--- config.mk ---
export PLATFORM = sky130hd
export DESIGN_NAME = column_sum_mean_with_missing_unit
export DESIGN_NICKNAME = d
export VERILOG_FILES = /design/src/rtl/csm_pkg.sv /design/src/rtl/column_sum_mean_with_missing_unit.sv /design/src/rtl/csm_front.sv /design/src/rtl/csm_queue.sv /design/src/rtl/csm_back.sv
export SDC_FILE = /design/constraint.sdc
export NUM_CORES = 1
export LEC_CHECK = 0
export CAP_MARGIN = 30
export CORE_ASPECT_RATIO = 0.75
export CORE_MARGIN = 8
export CORE_UTILIZATION = 40
export CTS_CLUSTER_SIZE = 30
export DETAILED_ROUTE_END_ITERATION = 10
export DONT_BUFFER_PORTS = 1
export PLACE_DENSITY = 0.51
export SYNTH_ARGS = -nofsm -noshare
export SYNTH_HDL_FRONTEND = slang
export SYNTH_SLANG_ARGS = --single-unit
--- constraint.sdc ---
create_clock -name i_clk -period 8.6 [get_ports i_clk]
set_clock_uncertainty 0.1 [all_clocks]
set_input_delay 1.72 -clock i_clk [delete_from_list [all_inputs] [get_ports i_clk]]
set_output_delay 1.72 -clock i_clk [all_outputs]
set_load 0.03 [all_outputs]
--- src/rtl/csm_pkg.sv ---
// csm_pkg: shared widths, the column record and queue status types and the
// divider state codes for the column sum and mean unit. Depends on nothing.
`timescale 1ns / 1ps

package csm_pkg;

    // field widths
    localparam int C_VALUE_W   = 32;
    localparam int C_SUM_W     = 48;
    localparam int C_CNT_W     = 17;
    localparam int C_FRAC_W    = 16;

    // default row limit per column
    localparam int C_MAX_ROWS  = 65536;

    // missing marker, the most negative 32-bit value
    localparam logic [C_VALUE_W-1:0] C_MISSING_CODE = {1'b1, {(C_VALUE_W-1){1'b0}}};

    // column queue between the accumulator and the divider
    localparam int C_QUEUE_DEPTH = 2;
    localparam int C_QPTR_W      = (C_QUEUE_DEPTH > 1) ? $clog2(C_QUEUE_DEPTH) : 1;
    localparam int C_QCNT_W      = $clog2(C_QUEUE_DEPTH + 1);

    // divider: dividend is |sum| shifted up by the fraction bits
    localparam int C_DIVD_W = C_SUM_W + C_FRAC_W;
    localparam int C_STEP_W = $clog2(C_DIVD_W);

    // one closed column, as handed from the front to the divider
    typedef struct packed {
        logic signed [C_SUM_W-1:0] sum;
        logic [C_CNT_W-1:0]        count;
        logic                      missing;
        logic                      empty;
    } t_col_rec;

    // queue handshake toward the front and the back
    typedef struct packed {
        logic full;
        logic empty;
    } t_q_status;

    typedef enum logic [1:0] {
        S_IDLE,
        S_DIV,
        S_DONE
    } t_back_state;

endpackage

--- src/rtl/column_sum_mean_with_missing_unit.sv ---
// column_sum_mean_with_missing_unit: top level of the column sum and mean
// unit; holds the mode register. Depends on csm_pkg, csm_front, csm_queue, csm_back.
`timescale 1ns / 1ps

// Use:
//   Input channel (i_valid/o_ready) carries one column-major matrix element a
//   cycle with a last-row mark. The value -2147483648 marks a missing element.
//   Output channel (o_valid/i_ready) carries one result per column: sum, mean
//   in signed fixed point with 16 fraction bits, used count, missing and
//   empty flags. The config channel (i_cfg_valid/o_cfg_ready) writes
//   skip_missing; write it only while no column is in flight.
// Throughput: elements enter one per cycle while the column queue has room.
//   Each column end costs the divider a pop, 64 one-bit restoring steps and
//   the hand-off to the output register; a missing or empty column skips
//   the steps. The divider works on one column at a time; a two-entry
//   column queue lets short columns arrive in bursts.
// Result path: a closed column's record passes through the queue and the
//   divider into the output register, which raises o_valid when the divider
//   and the output register are free.
// Reset: synchronous, active low; clears the column state, the queue and the
//   output valid and sets skip_missing to 1.
// Stall: a stalled receiver holds the result in the output register; the
//   divider and then the queue fill, after which o_ready drops.
module column_sum_mean_with_missing_unit #(
    parameter int MAX_ROWS = csm_pkg::C_MAX_ROWS
) (
    input  logic                                i_clk,
    input  logic                                i_rst_n,
    input  logic                                i_cfg_valid,
    output logic                                o_cfg_ready,
    input  logic                                i_skip_missing,
    input  logic                                i_valid,
    output logic                                o_ready,
    input  logic signed [csm_pkg::C_VALUE_W-1:0] i_value,
    input  logic                                i_last_in_column,
    output logic                                o_valid,
    input  logic                                i_ready,
    output logic signed [csm_pkg::C_SUM_W-1:0]  o_column_sum,
    output logic signed [csm_pkg::C_SUM_W-1:0]  o_column_mean,
    output logic [csm_pkg::C_CNT_W-1:0]         o_used_count,
    output logic                                o_result_missing,
    output logic                                o_result_empty
);
    import csm_pkg::*;

    logic      r_skip_missing;
    logic      push;
    logic      pop;
    t_col_rec  push_rec;
    t_col_rec  head_rec;
    t_q_status q_status;

    // mode register, always ready
    assign o_cfg_ready = 1'b1;

    always_ff @(posedge i_clk) begin
        if (!i_rst_n) begin
            r_skip_missing <= 1'b1;
        end else if (i_cfg_valid) begin
            r_skip_missing <= i_skip_missing;
        end
    end

    // accumulator
    csm_front #(
        .MAX_ROWS (MAX_ROWS)
    ) u_front (
        .i_clk            (i_clk),
        .i_rst_n          (i_rst_n),
        .i_valid          (i_valid),
        .o_ready          (o_ready),
        .i_value          (i_value),
        .i_last_in_column (i_last_in_column),
        .i_skip_missing   (r_skip_missing),
        .i_q_status       (q_status),
        .o_push           (push),
        .o_rec            (push_rec)
    );

    // column record queue
    csm_queue u_queue (
        .i_clk    (i_clk),
        .i_rst_n  (i_rst_n),
        .i_push   (push),
        .i_rec    (push_rec),
        .i_pop    (pop),
        .o_rec    (head_rec),
        .o_status (q_status)
    );

    // divider and output register
    csm_back u_back (
        .i_clk            (i_clk),
        .i_rst_n          (i_rst_n),
        .i_q_status       (q_status),
        .i_rec            (head_rec),
        .o_pop            (pop),
        .o_valid          (o_valid),
        .i_ready          (i_ready),
        .o_column_sum     (o_column_sum),
        .o_column_mean    (o_column_mean),
        .o_used_count     (o_used_count),
        .o_result_missing (o_result_missing),
        .o_result_empty   (o_result_empty)
    );

endmodule

--- src/rtl/csm_front.sv ---
// csm_front: takes elements, keeps the running column sum and counts, and
// emits one column record on the last element. Depends on csm_pkg.
`timescale 1ns / 1ps

module csm_front #(
    parameter int MAX_ROWS = csm_pkg::C_MAX_ROWS
) (
    input  logic                                i_clk,
    input  logic                                i_rst_n,
    input  logic                                i_valid,
    output logic                                o_ready,
    input  logic signed [csm_pkg::C_VALUE_W-1:0] i_value,
    input  logic                                i_last_in_column,
    input  logic                                i_skip_missing,
    input  csm_pkg::t_q_status                  i_q_status,
    output logic                                o_push,
    output csm_pkg::t_col_rec                   o_rec
);
    import csm_pkg::*;

    logic signed [C_SUM_W-1:0] r_sum, n_sum;
    logic [C_CNT_W-1:0]        r_used, n_used;
    logic [C_CNT_W-1:0]        r_rows, n_rows;
    logic                      r_miss, n_miss;

    logic                      accept;
    logic                      taken;
    logic                      is_miss;
    logic                      use_value;
    logic                      rec_missing;
    logic                      rec_empty;
    logic signed [C_SUM_W-1:0] value_ext;

    // a request is taken whenever the queue has room
    assign o_ready = !i_q_status.full;
    assign accept  = i_valid && o_ready;
    assign o_push  = accept && i_last_in_column;

    // classify the element
    assign taken     = r_rows < C_CNT_W'(MAX_ROWS);
    assign is_miss   = i_value == C_MISSING_CODE;
    assign use_value = taken && !is_miss && (i_skip_missing || !r_miss);
    assign value_ext = {{(C_SUM_W-C_VALUE_W){i_value[C_VALUE_W-1]}}, i_value};

    // column state including this element
    always_comb begin
        n_rows = r_rows + C_CNT_W'(taken);
        n_miss = r_miss || (taken && is_miss);
        n_used = r_used + C_CNT_W'(use_value);
        n_sum  = use_value ? r_sum + value_ext : r_sum;
    end

    // closed column record, special cases carry zeros
    always_comb begin
        rec_missing   = !i_skip_missing && n_miss;
        rec_empty     = !rec_missing && (n_used == '0);
        o_rec.missing = rec_missing;
        o_rec.empty   = rec_empty;
        o_rec.sum     = (rec_missing || rec_empty) ? '0 : n_sum;
        o_rec.count   = (rec_missing || rec_empty) ? '0 : n_used;
    end

    // running column state
    always_ff @(posedge i_clk) begin
        if (!i_rst_n) begin
            r_sum  <= '0;
            r_used <= '0;
            r_rows <= '0;
            r_miss <= 1'b0;
        end else if (accept) begin
            if (i_last_in_column) begin
                r_sum  <= '0;
                r_used <= '0;
                r_rows <= '0;
                r_miss <= 1'b0;
            end else begin
                r_sum  <= n_sum;
                r_used <= n_used;
                r_rows <= n_rows;
                r_miss <= n_miss;
            end
        end
    end

    // used values never outnumber the rows counted, rows stop at the limit
    a_used_le_rows: assert property (@(posedge i_clk) disable iff (!i_rst_n)
        r_used <= r_rows)
        else $error("used count above row count");
    a_rows_cap: assert property (@(posedge i_clk) disable iff (!i_rst_n)
        r_rows <= C_CNT_W'(MAX_ROWS))
        else $error("row count beyond limit");

endmodule

--- src/rtl/csm_queue.sv ---
// csm_queue: short register queue of closed column records between the
// accumulator and the divider. Depends on csm_pkg.
`timescale 1ns / 1ps

module csm_queue (
    input  logic               i_clk,
    input  logic               i_rst_n,
    input  logic               i_push,
    input  csm_pkg::t_col_rec  i_rec,
    input  logic               i_pop,
    output csm_pkg::t_col_rec  o_rec,
    output csm_pkg::t_q_status o_status
);
    import csm_pkg::*;

    t_col_rec              r_mem [C_QUEUE_DEPTH];
    logic [C_QPTR_W-1:0]   r_wr_ptr, r_rd_ptr;
    logic [C_QCNT_W-1:0]   r_count;

    assign o_status.full  = r_count == C_QCNT_W'(C_QUEUE_DEPTH);
    assign o_status.empty = r_count == '0;
    assign o_rec          = r_mem[r_rd_ptr];

    // storage
    always_ff @(posedge i_clk) begin
        if (i_push) begin
            r_mem[r_wr_ptr] <= i_rec;
        end
    end

    // pointers and fill count
    always_ff @(posedge i_clk) begin
        if (!i_rst_n) begin
            r_wr_ptr <= '0;
            r_rd_ptr <= '0;
            r_count  <= '0;
        end else begin
            if (i_push) begin
                r_wr_ptr <= (r_wr_ptr == C_QPTR_W'(C_QUEUE_DEPTH-1)) ? '0 : r_wr_ptr + 1'b1;
            end
            if (i_pop) begin
                r_rd_ptr <= (r_rd_ptr == C_QPTR_W'(C_QUEUE_DEPTH-1)) ? '0 : r_rd_ptr + 1'b1;
            end
            if (i_push && !i_pop) begin
                r_count <= r_count + 1'b1;
            end else if (i_pop && !i_push) begin
                r_count <= r_count - 1'b1;
            end
        end
    end

    a_no_overflow: assert property (@(posedge i_clk) disable iff (!i_rst_n)
        i_push |-> !o_status.full)
        else $error("push into full queue");
    a_no_underflow: assert property (@(posedge i_clk) disable iff (!i_rst_n)
        i_pop |-> !o_status.empty)
        else $error("pop from empty queue");

endmodule

--- src/rtl/csm_back.sv ---
// csm_back: pops column records, forms the fixed point mean with a bit-serial
// restoring divider and holds the result in the output register. Depends on csm_pkg.
`timescale 1ns / 1ps

module csm_back (
    input  logic                                i_clk,
    input  logic                                i_rst_n,
    input  csm_pkg::t_q_status                  i_q_status,
    input  csm_pkg::t_col_rec                   i_rec,
    output logic                                o_pop,
    output logic                                o_valid,
    input  logic                                i_ready,
    output logic signed [csm_pkg::C_SUM_W-1:0]  o_column_sum,
    output logic signed [csm_pkg::C_SUM_W-1:0]  o_column_mean,
    output logic [csm_pkg::C_CNT_W-1:0]         o_used_count,
    output logic                                o_result_missing,
    output logic                                o_result_empty
);
    import csm_pkg::*;

    t_back_state               r_state, n_state;

    // record being worked on
    logic signed [C_SUM_W-1:0] r_sum;
    logic [C_CNT_W-1:0]        r_div;
    logic                      r_missing;
    logic                      r_empty;
    logic                      r_neg;

    // divider: dividend shifts out at the top, quotient shifts in below
    logic [C_DIVD_W-1:0]       r_dq;
    logic [C_CNT_W-1:0]        r_rem;
    logic [C_STEP_W-1:0]       r_step;

    // output register
    logic                      r_out_valid;
    logic signed [C_SUM_W-1:0] r_out_sum;
    logic signed [C_SUM_W-1:0] r_out_mean;
    logic [C_CNT_W-1:0]        r_out_cnt;
    logic                      r_out_missing;
    logic                      r_out_empty;

    logic                      load;
    logic                      start_div;
    logic                      last_step;
    logic [C_CNT_W:0]          rem_sh;
    logic                      q_bit;
    logic [C_CNT_W:0]          rem_diff;
    logic [C_SUM_W-1:0]        mag;
    logic [C_SUM_W-1:0]        quot;
    logic signed [C_SUM_W-1:0] mean;

    // one restoring step
    always_comb begin
        rem_sh   = {r_rem, r_dq[C_DIVD_W-1]};
        q_bit    = rem_sh >= {1'b0, r_div};
        rem_diff = rem_sh - {1'b0, r_div};
    end

    assign last_step = r_step == C_STEP_W'(C_DIVD_W-1);
    assign start_div = !i_rec.missing && !i_rec.empty;
    assign mag       = i_rec.sum[C_SUM_W-1] ? C_SUM_W'(-i_rec.sum) : C_SUM_W'(i_rec.sum);
    assign quot      = r_dq[C_SUM_W-1:0];
    assign mean      = r_neg ? -$signed(quot) : $signed(quot);

    // next state and handshakes
    always_comb begin
        n_state = r_state;
        o_pop   = 1'b0;
        load    = 1'b0;
        case (r_state)
            S_IDLE: begin
                if (!i_q_status.empty) begin
                    o_pop   = 1'b1;
                    n_state = start_div ? S_DIV : S_DONE;
                end
            end
            S_DIV: begin
                if (last_step) begin
                    n_state = S_DONE;
                end
            end
            S_DONE: begin
                if (!r_out_valid || i_ready) begin
                    load    = 1'b1;
                    n_state = S_IDLE;
                end
            end
            default: begin
                n_state = S_IDLE;
            end
        endcase
    end

    // state register
    always_ff @(posedge i_clk) begin
        if (!i_rst_n) begin
            r_state <= S_IDLE;
        end else begin
            r_state <= n_state;
        end
    end

    // record capture and division datapath
    always_ff @(posedge i_clk) begin
        if (o_pop) begin
            r_sum     <= i_rec.sum;
            r_div     <= i_rec.count;
            r_missing <= i_rec.missing;
            r_empty   <= i_rec.empty;
            r_neg     <= i_rec.sum[C_SUM_W-1];
            r_dq      <= start_div ? {mag, {C_FRAC_W{1'b0}}} : '0;
            r_rem     <= '0;
            r_step    <= '0;
        end else if (r_state == S_DIV) begin
            r_dq   <= {r_dq[C_DIVD_W-2:0], q_bit};
            r_rem  <= q_bit ? rem_diff[C_CNT_W-1:0] : rem_sh[C_CNT_W-1:0];
            r_step <= r_step + 1'b1;
        end
    end

    // output register, filled when empty or being drained
    always_ff @(posedge i_clk) begin
        if (!i_rst_n) begin
            r_out_valid <= 1'b0;
        end else if (load) begin
            r_out_valid <= 1'b1;
        end else if (i_ready) begin
            r_out_valid <= 1'b0;
        end
    end

    always_ff @(posedge i_clk) begin
        if (load) begin
            r_out_sum     <= r_sum;
            r_out_mean    <= mean;
            r_out_cnt     <= r_div;
            r_out_missing <= r_missing;
            r_out_empty   <= r_empty;
        end
    end

    assign o_valid          = r_out_valid;
    assign o_column_sum     = r_out_sum;
    assign o_column_mean    = r_out_mean;
    assign o_used_count     = r_out_cnt;
    assign o_result_missing = r_out_missing;
    assign o_result_empty   = r_out_empty;

    // a division always runs against a nonzero count
    a_div_nonzero: assert property (@(posedge i_clk) disable iff (!i_rst_n)
        (r_state == S_DIV) |-> (r_div != '0))
        else $error("division by zero count");
    // special results carry zeros
    a_special_zero: assert property (@(posedge i_clk) disable iff (!i_rst_n)
        (o_valid && (o_result_missing || o_result_empty)) |->
        (o_column_sum == '0 && o_column_mean == '0 && o_used_count == '0))
        else $error("special result with nonzero payload");

endmodule

## After elaboration in Yosys (flattened, before gate mapping)

Memories as Yosys holds them, arrays and structs flattened. A register that Yosys moved wholly into a read port is not among the register bits.
Index checks and enable logic that the tools add are counted.

- Add/subtract/negate cells: 11
- Order comparisons: 2
- Eq/ne operators: 8
- Muxes and demuxes: 32
- Reduce and logical (&&, ||, !) cells: 31

Operator list:

| operator | number |
|---|---|
| two-way mux 48 bit | 5 |
| two-way mux 64 bit | 3 |
| negation 48 bit | 2 |
| two-way mux 17 bit | 4 |
| adder 48 x 32 -> 48 bit | 1 |
| adder 17 x 1 -> 17 bit | 2 |
| equality test 32 bit (second input constant) | 1 |
| greater-or-equal comparator 18 x 17 -> 1 bit | 1 |
| zero test 17 bit | 1 |
| less-than comparator 17 bit (second input constant) | 1 |
| subtractor 17 bit | 1 |
| two-way mux 1 bit | 13 |
| two-way mux 2 bit | 6 |
| logical AND 1 bit | 10 |
| zero test 1 bit | 10 |
| adder 6 x 1 -> 6 bit (second input constant) | 1 |
| equality test 6 bit (second input constant) | 1 |
| one-hot mux 2 bit (3 select lines) | 1 |
| nonzero test 2 bit | 3 |
| equality test 2 bit (second input constant) | 2 |
| zero test 2 bit | 2 |
| logical OR 1 bit | 4 |
| != test 2 x 1 -> 1 bit (second input constant) | 2 |
| AND reduction 3 bit | 1 |
| 5 further kinds | 6 |

- Bits in registers: 361
- Bits in writable memories: 134
- Input bits: 39
- Output and inout port bits: 118
- Memories: 1

Memories:

| memory | words | width | rd ports | clocked after Yosys merged registers in | wr ports | RTL line | RTL |
|---|---|---|---|---|---|---|---|
| u_queue.r_mem | 2 | 67 | 1 | 1 | 1 | csm_queue.sv:16 | `t_col_rec r_mem [C_QUEUE_DEPTH];` |

## Depth between registers and ports, before layout

- Word-level depth: 9
- Gate-level depth with buffers: 23

## Modules after synthesis

A second synthesis with hierarchy kept.

- Cells, all modules: 2,258
- Area, all modules: 25,049.0 sq um

By module, submodules not included:

| module | instances | cells each | area each (sq um) | seq. area each (sq um) |
|---|---|---|---|---|
| csm_back | 1 | 971 | 12,239.2 | 7,907.6 |
| csm_front | 1 | 1,052 | 7,598.5 | 1,661.6 |
| csm_queue | 1 | 230 | 5,166.2 | 4,124.0 |
| column_sum_mean_with_missing_unit | 1 | 5 | 45.0 | 20.0 |

## Least setup slack after synthesis

Ideal clock, no wire load.

- Path type: in2reg
- Start point: input i_ready
- End point: register u_back.r_out_mean[0] (netlist: u_back.o_column_mean[0]) (enable)
- Arrival: 6.928 ns
- Data required time: 7.896 ns
- Path slack: 0.968 ns
- Stages: 2
- Path through: nand2b_1 -> nor2b_1

- Cells in the longest elaborated chain, start to end: 3

Ends and longest elaborated chain:

| element | RTL line | RTL |
|---|---|---|
| start: declaration | column_sum_mean_with_missing_unit.sv:37 | `input logic i_ready,` |
| logical OR 1 bit | csm_back.sv:84 | `if (!r_out_valid \|\| i_ready) begin` |
| two-way mux 1 bit | csm_back.sv:84 |  |
| two-way mux 1 bit | csm_back.sv:71 | `case (r_state)` |
| via u_back.load | csm_back.sv:43 | `logic load;` |
| end signal: assignment | csm_back.sv:136 | `r_out_mean <= mean;` |
| end: declaration | csm_back.sv:38 | `logic signed [C_SUM_W-1:0] r_out_mean;` |

The timed path passes the listed nets, and every way through them passes these cells.
A chain may end at the register's enable or synchronous reset.

==> results.ini <==
[floorplanning]
start_util=0.405
die_x_microns=302
dieArea_sq_mm=0.0695
die_y_microns=230
fp-row-count=78
core_sq_mm=0.0605
ios=157

[clock_tree]
clk_path_buf_depth=3
ctsHoldBuffers=0
h-tree-depth=2
cts_buffers=51
cts.sinks=495
clk_pin_slew_ns=0.06
root_buffer=clkbuf_16
ctsResizeCount=0
insertion_delay_ns=0.62
cts_tree=done
cts_setup_buffers=0

[timing]
hold_viol=0
rsz0062_at_grt=false
period_share=0.675
worst_slack_ns=2.80
max_slew_margin=0.360
fmax_mhz=172
setup_violations=0
whs_ns=0.304
period_minus_slack_ns=5.80
fin_tns_setup_ns=0
slew_viol_final=0
worstMarginPinSlew_ns=0.959

[detailed_routing]
drt-total-wl_microns=63200
first_pass_iters=5
num_vias=16500
drcViolationCount=0
wl_per_cell_microns=21.0
vias_per_cell=5.46
first_iter_violations=1328
ant_nets=0

[final_layout]
final_cells=3017
areaGrowthSynthToFinish_pct=10.5
drive_gt1_frac=0.0830
design_area_sq_mm=0.0270
fillers=5701
antenna_cells=0
nNetsFinal=2288
postLayoutCoreUtil=0.447

[flow_run]
cap_violations=0

[synthesis]
ys_async_sr_fraction=0
synth_top_area_share=0.466
netlist.top_cell.by_area=edfxtp_1
ys_ff_latch=495
synth_area_per_cell_sq_um=11.1
synth_cell_types=78
netlist_area_sq_mm=0.0245
synthTopCellsByCount=edfxtp_1 (380), nand2_1 (241), a21oi_1 (137), nor2_1 (126)
synth.most_common_cell=edfxtp_1
synth_nets=2324
synth_ff_type=edfxtp_1
yosysWarnings=0
synth-edff-count=380
netlist_top_cells_area=edfxtp_1 (47%), dfxtp_1 (9.4%), xnor2_1 (4.4%)
synth_cells=2211
seq_area_frac_synth=0.560

[outcome]
status=completed

[grt]
grt_overflow_total=0
antenna_found_initial=0
grt_pass1_vias=15500
grt.met1_usage=0.292
grt.total_usage=0.176
grt_max_degree=76
busiest_layer=met1
met2_usage=0.235
use_met3=0.0291
grt_pass1_wl_microns=96700

[placed_design]
dpl_cell_area_sq_mm=0.0253
hpwl_microns=45800
pre_cts_slack_ns=2.17
portBuffers=0
gp_congestion=0.870
place_inst=2919

[worst_hold_path]
hp-class=reg2reg
min_path_cells=0

[worst_setup_path]
reg2regPathDepth=11
critPathRequiredTime_ns=8.80
crit_path_end_kind=flip-flop
worstPathArrival_ns=6.00
cp-start-kind=input pin
worst-setup-path-type=in2reg
worstPathMaxFanout=37
regToRegSetupSlack_ns=3.74

[power_and_ir_drop]
power.density_mw_per_mm2=331
leakagePower_nw=9.63
vdd_drop_max_mv=0.193
p_total_mw=8.95

[worst paths after layout]
check                    from                       to
max                i_value[1]     u_queue.r_mem[1][21]
min          u_back.r_sum[14]  u_back.o_column_sum[14]
max reg2reg         flip-flop          u_back.r_dq[56]
min reg2reg  u_back.r_sum[14]  u_back.o_column_sum[14]
[cells in the final DEF, fill, tap and decap left out, types with 48 or more instances in the layout]
cell type,n
xnor2_1,124
mux2_2,48
o21ai_0,124
nand2_1,241
ha_1,72
xor2_1,60
inv_1,64
nor2_1,125
edfxtp_1,380
a21oi_1,137
dfxtp_1,114
clkbuf_16,52
[final cells by class]
cell class,instances,area [sq um],area share
multi-input combinational,1539,10100,0.374
timing repair buffer,22,218,0.00805
sequential,495,13700,0.507
tap,800,1000,0.0370
clock inverter,27,304,0.0112
inverter,66,248,0.00916
clock buffer,68,1430,0.0529
[critical path, stage by stage]
cell      delay [ns]
nor4_1          0.41
nand4_1         0.26
nor2_1          0.31
a211o_1         0.18
inv_1           0.07
ha_1            0.21
ha_1            0.29
and3_1          0.31
nand3_1         0.20
nor2_1          0.17
or4_1           0.41
o21ai_0         0.09
nand4b_1        0.17
nand2b_2        0.57
buf_4           0.47
a211oi_1        0.12
[power breakdown]
part / leakage, nW / total (mW) / internal, mW / switching (mW)
clock network: 0.845 / 2.27 / 1.33 / 0.947
registers: 4.48 / 4.28 / 3.54 / 0.738
logic: 4.31 / 2.40 / 0.860 / 1.54
total: 9.63 / 8.95 / 5.73 / 3.22
[cell families (layout without fill, tap and decap cells)]
kind of cell	count (synthesis)	count (layout)	share of synthesized area
fa+ha+maj	74	74	0.0384
flops	495	495	0.560
buf+inv	177	183	0.0277
mux	85	85	0.0372
xor+xnor	184	184	0.0658
simple gates	688	688	0.139
other cells	1	1	0.000153
compound gates	507	507	0.131
[per-layer routing]
| metal | part of all wire | up-vias | wire length, microns |
|---|---|---|---|
| met5 | 0 | - | 0 |
| met4 | 0.014 | 0 | 888 |
| met3 | 0.055 | 59 | 3500 |
| met2 | 0.39 | 440 | 24500 |
| met1 | 0.54 | 7955 | 34300 |
| li1 | - | 8011 | - |
[sequential cells by signal (all words and copies together), names as in the netlist, 2 cells and up, named ones only]
register and flops:
u_front.r_used 17, u_queue.r_count 2, u_queue.r_mem 134, u_back.o_column_sum 48, u_back.o_column_mean 48, u_back.r_step 6, u_back.o_used_count 17, u_back.r_rem 17
u_back.r_sum 47, u_front.r_rows 17, u_back.r_div 17, u_back.r_state 2, u_back.r_dq 64, u_front.r_sum 48
Power figures use the tool's default switching activity.
